$ cat src/sv/brle_pkg.sv
`timescale 1ns / 1ps
// ----------------------------------------------------------------------------
// brle_pkg: shared types and constants of the bilevel run-length encoder
// Field widths, run counter cap, register indexes and the result word type.
// ----------------------------------------------------------------------------
package brle_pkg;

  localparam int unsigned PixelW   = 8;
  localparam int unsigned RunW     = 21;
  localparam int unsigned CfgIdxW  = 2;
  localparam int unsigned CfgDataW = 8;

  // Largest frame; the run counter saturates at the smaller of this and
  // the full range of the run field.
  localparam longint unsigned MaxFramePixels = 64'd1048576;
  localparam longint unsigned RunFieldMax    = (64'd1 << RunW) - 64'd1;
  localparam longint unsigned RunCapL        =
    (MaxFramePixels < RunFieldMax) ? MaxFramePixels : RunFieldMax;
  localparam logic [RunW-1:0] RunCap         = RunCapL[RunW-1:0];

  localparam logic [PixelW-1:0] DefaultThreshold = 8'h80;

  // Configuration register indexes
  localparam logic [CfgIdxW-1:0] RegWhiteThreshold = 2'd0;
  localparam logic [CfgIdxW-1:0] RegInitialWhite   = 2'd1;

  // Result queue geometry: two results can come from one pixel
  localparam int unsigned QDepth = 4;
  localparam int unsigned QPtrW  = $clog2(QDepth);
  localparam int unsigned QCntW  = $clog2(QDepth + 1);

  typedef struct packed {
    logic [RunW-1:0] run_length;
    logic            final_run;
  } result_t;

endpackage

$ cat src/sv/bilevel_run_length_encoder_core.sv
`timescale 1ns / 1ps
// ----------------------------------------------------------------------------
// bilevel_run_length_encoder_core: bilevel run-length encoder
// Thresholds grey pixels to white/black, emits same-colour run lengths with a
// zero-length lead run if a frame opens off the initial colour, final at frame end.
// ----------------------------------------------------------------------------
//
//  channel | direction | handshake              | payload
//  --------+-----------+------------------------+-------------------------------
//  input   | in        | in_valid_i / in_stall_o | pixel_i, frame_end_i
//  output  | out       | out_valid_o / out_stall_i | run_length_o, final_run_o
//  config  | in        | cfg_valid_i / cfg_ready_o | cfg_index_i, cfg_data_i
//
//  One pixel word per cycle while the input is not stalled: threshold,
//  compare and counter update form one short path from the input port into
//  the result queue registers, whose head drives the output.
//  The 4-entry result queue sets the stall: input stalls while it holds more
//  than two words, since one pixel may push two results.
//  Reset (rst_ni low, asynchronous) clears run state, the queue and the
//  registers (threshold 0x80, initial colour black); no clearing pass.
//
module bilevel_run_length_encoder_core
  import brle_pkg::*;
(
  input  logic                clk_i,
  input  logic                rst_ni,
  // pixel input
  input  logic                in_valid_i,
  output logic                in_stall_o,
  input  logic [PixelW-1:0]   pixel_i,
  input  logic                frame_end_i,
  // run output
  output logic                out_valid_o,
  input  logic                out_stall_i,
  output logic [RunW-1:0]     run_length_o,
  output logic                final_run_o,
  // configuration writes
  input  logic                cfg_valid_i,
  output logic                cfg_ready_o,
  input  logic [CfgIdxW-1:0]  cfg_index_i,
  input  logic [CfgDataW-1:0] cfg_data_i
);

  // Configuration registers
  logic [PixelW-1:0] thr_q;
  logic              init_white_q;

  // Run state
  logic              cur_white_q, cur_white_d;
  logic [RunW-1:0]   run_cnt_q, run_cnt_d;

  // Result queue
  result_t           q_mem [QDepth];
  logic [QPtrW-1:0]  wr_ptr_q, rd_ptr_q;
  logic [QCntW-1:0]  q_cnt_q, q_cnt_d;

  logic              in_acc, out_acc;
  logic              is_white, cur_eff, chg;
  logic [RunW-1:0]   run_mid;
  result_t           res0, res1;
  logic              push0, push1;
  logic [1:0]        n_push;

  assign cfg_ready_o = 1'b1;

  // Stall while fewer than two free slots remain
  assign in_stall_o  = (q_cnt_q > QCntW'(QDepth - 2));
  assign in_acc      = in_valid_i && !in_stall_o;
  assign out_valid_o = (q_cnt_q != '0);
  assign out_acc     = out_valid_o && !out_stall_i;

  always_ff @(posedge clk_i or negedge rst_ni) begin
    if (!rst_ni) begin
      thr_q        <= DefaultThreshold;
      init_white_q <= 1'b0;
    end else if (cfg_valid_i && cfg_ready_o) begin
      unique case (cfg_index_i)
        RegWhiteThreshold: thr_q        <= cfg_data_i;
        RegInitialWhite:   init_white_q <= cfg_data_i[0];
        default: ;  // unmapped index: drop the write
      endcase
    end
  end

  // Colour decision and run update for the accepted pixel
  always_comb begin
    is_white = (pixel_i >= thr_q);
    // An empty run count means no pixel of this frame yet: use initial colour
    cur_eff  = (run_cnt_q == '0) ? init_white_q : cur_white_q;
    chg      = (is_white != cur_eff);

    if (chg) begin
      run_mid = RunW'(1);
    end else if (run_cnt_q < RunCap) begin
      run_mid = run_cnt_q + RunW'(1);
    end else begin
      run_mid = run_cnt_q;
    end

    if (frame_end_i) begin
      run_cnt_d   = '0;
      cur_white_d = init_white_q;
    end else begin
      run_cnt_d   = run_mid;
      cur_white_d = chg ? is_white : cur_eff;
    end

    // First slot takes the finished run on a colour change, else the final
    // run; second slot only when both happen on one pixel.
    res0.run_length = chg ? run_cnt_q : run_mid;
    res0.final_run  = !chg;
    res1.run_length = run_mid;
    res1.final_run  = 1'b1;

    push0  = in_acc && (chg || frame_end_i);
    push1  = in_acc && chg && frame_end_i;
    n_push = {1'b0, push0} + {1'b0, push1};

    q_cnt_d = q_cnt_q + QCntW'(n_push) - QCntW'(out_acc);
  end

  always_ff @(posedge clk_i or negedge rst_ni) begin
    if (!rst_ni) begin
      cur_white_q <= 1'b0;
      run_cnt_q   <= '0;
      wr_ptr_q    <= '0;
      rd_ptr_q    <= '0;
      q_cnt_q     <= '0;
    end else begin
      if (in_acc) begin
        cur_white_q <= cur_white_d;
        run_cnt_q   <= run_cnt_d;
      end
      wr_ptr_q <= wr_ptr_q + QPtrW'(n_push);
      if (out_acc) begin
        rd_ptr_q <= rd_ptr_q + QPtrW'(1);
      end
      q_cnt_q <= q_cnt_d;
    end
  end

  // Queue storage: payload only, no reset
  always_ff @(posedge clk_i) begin
    if (push0) begin
      q_mem[wr_ptr_q] <= res0;
    end
    if (push1) begin
      q_mem[wr_ptr_q + QPtrW'(1)] <= res1;
    end
  end

  assign run_length_o = q_mem[rd_ptr_q].run_length;
  assign final_run_o  = q_mem[rd_ptr_q].final_run;

  // Queue never overfills
  a_q_bound: assert property (@(posedge clk_i) disable iff (!rst_ni)
    q_cnt_q <= QCntW'(QDepth))
    else $error("result queue overflow");

  // Frame end always leaves the run counter empty
  a_frame_clear: assert property (@(posedge clk_i) disable iff (!rst_ni)
    in_acc && frame_end_i |=> run_cnt_q == '0)
    else $error("run count not cleared at frame end");

  // A mid-frame pixel always leaves a nonzero run
  a_run_live: assert property (@(posedge clk_i) disable iff (!rst_ni)
    in_acc && !frame_end_i |=> run_cnt_q != '0)
    else $error("run count empty inside a frame");

  // Final pixel always queues at least one result
  a_final_push: assert property (@(posedge clk_i) disable iff (!rst_ni)
    in_acc && frame_end_i && !out_acc |=> q_cnt_q != '0)
    else $error("frame end produced no result");

  // Occupancy holds when nothing moves
  a_q_idle: assert property (@(posedge clk_i) disable iff (!rst_ni)
    !in_acc && !out_acc |=> $stable(q_cnt_q))
    else $error("queue count moved without traffic");

endmodule

$ cat config.mk
export PLATFORM = sky130hd
export DESIGN_NAME = bilevel_run_length_encoder_core
export DESIGN_NICKNAME = d
export VERILOG_FILES = /design/src/sv/brle_pkg.sv /design/src/sv/bilevel_run_length_encoder_core.sv
export SDC_FILE = /design/constraint.sdc
export NUM_CORES = 1
export LEC_CHECK = 0
export ABC_AREA = 0
export BUFFER_PORTS_ARGS = -buffer_cell sky130_fd_sc_hd__buf_2
export CAP_MARGIN = 0
export CORE_MARGIN = 4
export CORE_UTILIZATION = 45
export CTS_CLUSTER_DIAMETER = 200
export DETAILED_ROUTE_END_ITERATION = 8
export GPL_TIMING_DRIVEN = 0
export PLACE_DENSITY_LB_ADDON = 0.15
export SETUP_SLACK_MARGIN = 0.4
export SLEW_MARGIN = 40
export SYNTH_ARGS = -nofsm -noshare
export SYNTH_HDL_FRONTEND = slang
export SYNTH_SLANG_ARGS = --single-unit
$ cat constraint.sdc
create_clock -name clk_i -period 4.5 [get_ports clk_i]
set_input_delay 0 -clock clk_i [delete_from_list [all_inputs] [get_ports clk_i]]
set_output_delay 0 -clock clk_i [all_outputs]
set_load 0.005 [all_outputs]
==> metrics.md <==
| Metric | Value |
|---|---|
| Tot GR Track Use | `22.8%` |
| Number of I/O pins | `49` |
| Detail Placement HPWL | `12500 um` |
| Clk_skew | `8.37 ps` |
| Most common cell in the netlist | `nand2_1` |
| Vias per inst | `5.77` |
| Seq pwr share | `32.5%` |
| Synth Instances | `599` |
| Final Core Density | `55.5%` |
| Final Setup Violations | `0` |
| Switching share of power | `35.9%` |
| Worst-Margin Slew | `770 ps` |
| Pre-CTS WS | `-197 ps` |
| Type of origin of the critical path | `flip-flop` |
| Cell total after placement | `831` |
| Synthesized net count | `639` |
| Routed len/inst | `20.5 um` |
| Slew Limit Headroom | `48.7%` |
| Post-synth ARST share | `30.2%` |
| RSZ-0062 raised after global routing | `false` |
| Starting Density | `45.9%` |
| Pleak | `2.91 nW` |
| Worst-Skew Late Latency | `420 ps` |
| Pwr/cell area | `585 mW/mm^2` |
| Reg-to-reg critical path startpoint | `thr_q[7]` |
| Synth cell count leaders | `99 x nand2_1, 84 x edfxtp_1, 43 x a21oi_1` |
| Proportion of synthesized chip area in sequential cells | `53.3%` |
| Fin crit period | `3870 ps` |
| Post-synth EDFFs | `84` |
| Mean Syn Cell Area | `11.1 um^2` |
| Fin. Hold Viols | `0` |
| Min Hold Slack | `45.0 ps` |
| CTS buffer count | `17` |
| Critical path origin | `thr_q[7]` |
| Chip width | `130 um` |
| Vias in the first global route | `5093` |
| Port Buffers | `46` |
| Maximum Capacitance Violations | `0` |
| Internal power | `3.03 mW` |
| Chip Height | `130 um` |
| # diodes | `0` |
| CP Capture Type | `flip-flop` |
| Detailed Route WL | `18100 um` |
| Sink Count | `126` |
| Clk pwr share | `30.1%` |
| Maximum vdd ir drop | `0.390 mV` |
| Worst hold path class | `input pin to flip-flop` |
| TritonCTS clock tree | `built` |
| DRT antenna net count | `0` |
| Nets | `726` |
| Synth top area cells | `edfxtp_1 38%, dfrtp_1 14%, mux4_2 7.4%` |
| H-tree depth | `4` |
| Hold_sp | `cfg_index_i[1]` |
| Total power draw | `4.72 mW` |
| Top_reg_cell synth | `edfxtp_1` |
| Slew Limit Fails | `0` |
| #FFs+latches synth | `126` |
| Final Non-Filler Cells | `883` |
| Die area | `0.0168 mm^2` |
| Layout area overhead | `20.8%` |
| Final Cycle Share | `86.0%` |
| Remaining Overflow, GRT | `0` |
| Critical Path RT | `4810 ps` |
| Largest net degree at the start of global routing | `39` |
| Layout cell share with drive strength beyond 1 | `24.7%` |
| P_sw | `1.69 mW` |
| Fill cells | `1307` |
| Clock-pin slew on the worst setup and hold paths | `60 ps` |
| CTS Buffer Depth | `2` |
| Post-Place Cell Area | `0.00719 mm^2` |
| Final instance area | `0.00806 mm^2` |
| Comb power frac | `37.4%` |
| Setup TNS | `0 ps` |
| Via count | `5094` |
| Drt drc | `0` |
| Total core area | `0.0145 mm^2` |
| Synth top area share | `37.8%` |
| Yosys warnings | `0` |
| Routability cong. | `0.909` |
| Crit path max fanout | `10` |
| Count of cell types in the netlist | `70` |
| First-pass GRT wire length | `28700 um` |
| Setup WS post-layout | `632 ps` |
| Initial antenna violation count | `0` |
| Status | `completed` |
| Critical path arrival | `4180 ps` |
| Initial DRT Pass Iterations | `7` |
| Critical path type | `flip-flop to flip-flop` |
| # rows | `44` |
| Largest area contributor in the netlist | `edfxtp_1` |
| Fmax achieved | `259 MHz` |
| CTS Root Cell | `clkbuf_16` |
| DR iter-0 viols | `399` |
| Mapped cell area | `0.00668 mm^2` |
## cell usage in the layout, fill, tap and decap left out, types with 5 or more instances in the layout
master	n
nand3_1	12
mux4_2	22
o22ai_1	5
a21oi_2	19
dfrtp_1	37
buf_4	11
inv_1	21
ha_1	15
a21oi_1	42
o21ai_1	6
nor2_1	38
xor2_1	13
edfxtp_1	84
a311oi_1	6
clkbuf_1	22
o21ai_0	27
dlygate4sd3_1	15
xnor2_1	15
clkbuf_16	17
buf_2	59
and3_1	5
nand2_1	98
nor3_1	10
## kinds of logic after synthesis
group | count (synthesis) | share of synthesized area (%)
and+or+nand+nor | 200 | 13.6
AOI/OAI and AO/OA | 138 | 14.0
DFF | 126 | 53.3
buffers and inverters | 65 | 4.35
xor gates and xnor gates | 28 | 3.67
muxes | 25 | 7.93
adders and majority gates | 16 | 3.11
other | 1 | 0.0562
## state kept, by name, summed over array words and instances, names as in the netlist
name / flops
q_mem: 88
run_cnt_q: 21
thr_q: 8
q_cnt_q: 3
rd_ptr_q: 2
wr_ptr_q: 2
cur_white_q: 1
init_white_q: 1
## final timing paths
path	endpoint	slack [ps]	cells past startpoint
setup / recovery	q_cnt_q[2]	630	18
hold / removal	thr_q[0]	40	3
setup reg to reg	q_cnt_q[2]	630	18
hold reg to reg	q_mem[3][0]	470	1
max in group asynchronous	run_cnt_q[7]	3990	2
min in group asynchronous	thr_q[2]	130	2
## what timing repair did
item / CTS / global route
setup buffers: 3 / 2
endpoints found under the setup margin: 39 / 2
pin swaps: 3 / 1
hold buffers: 15 / 0
endpoints found under the hold margin: 49 / 0
gates resized for setup: 8 / 7
## worst max-delay path, cell delays in order (launching register included)
cell and delay [ps]:
dfstp_2 510, inv_1 40, ha_1 310, a41o_1 200, a21oi_1 180, o31a_1 220
or3_1 120, buf_4 200, nand2_2 140, buf_4 200, nor2_2 180, nor2_1 70
ha_1 330, inv_1 50, ha_1 260, inv_1 40, ha_1 180, fa_1 380
xnor2_1 140
## metal layers
layer	share of wire (%)	GRT usage [%]	vias up	wire, um
li1	-	-	2357	-
met1	44	31.6	2512	8040
met2	47	36.3	194	8500
met3	6.5	5.03	31	1170
met4	2.2	7.03	0	403
met5	0	0	-	0
## power groups by stage
stage / combinational, mW / sequential [mW] / clock, mW
floorplan: 1.09 / 1.52 / 0
global placement: 1.66 / 1.55 / 0
detailed placement: 1.70 / 1.56 / 0
CTS: 1.75 / 1.54 / 1.44
global route: 1.92 / 1.55 / 1.50
finish: 1.77 / 1.53 / 1.42
## final cells by class
class	count	area, um^2	area share, %
sequential	126	3550	44.1
multi-input combinational	408	2930	36.3
timing repair buffer	68	450	5.59
clock buffer	20	437	5.42
tap	184	230	2.86
buffer	41	206	2.56
clock inverter	12	168	2.08
inverter	24	90.1	1.12
(Power assumes the default switching activity.)
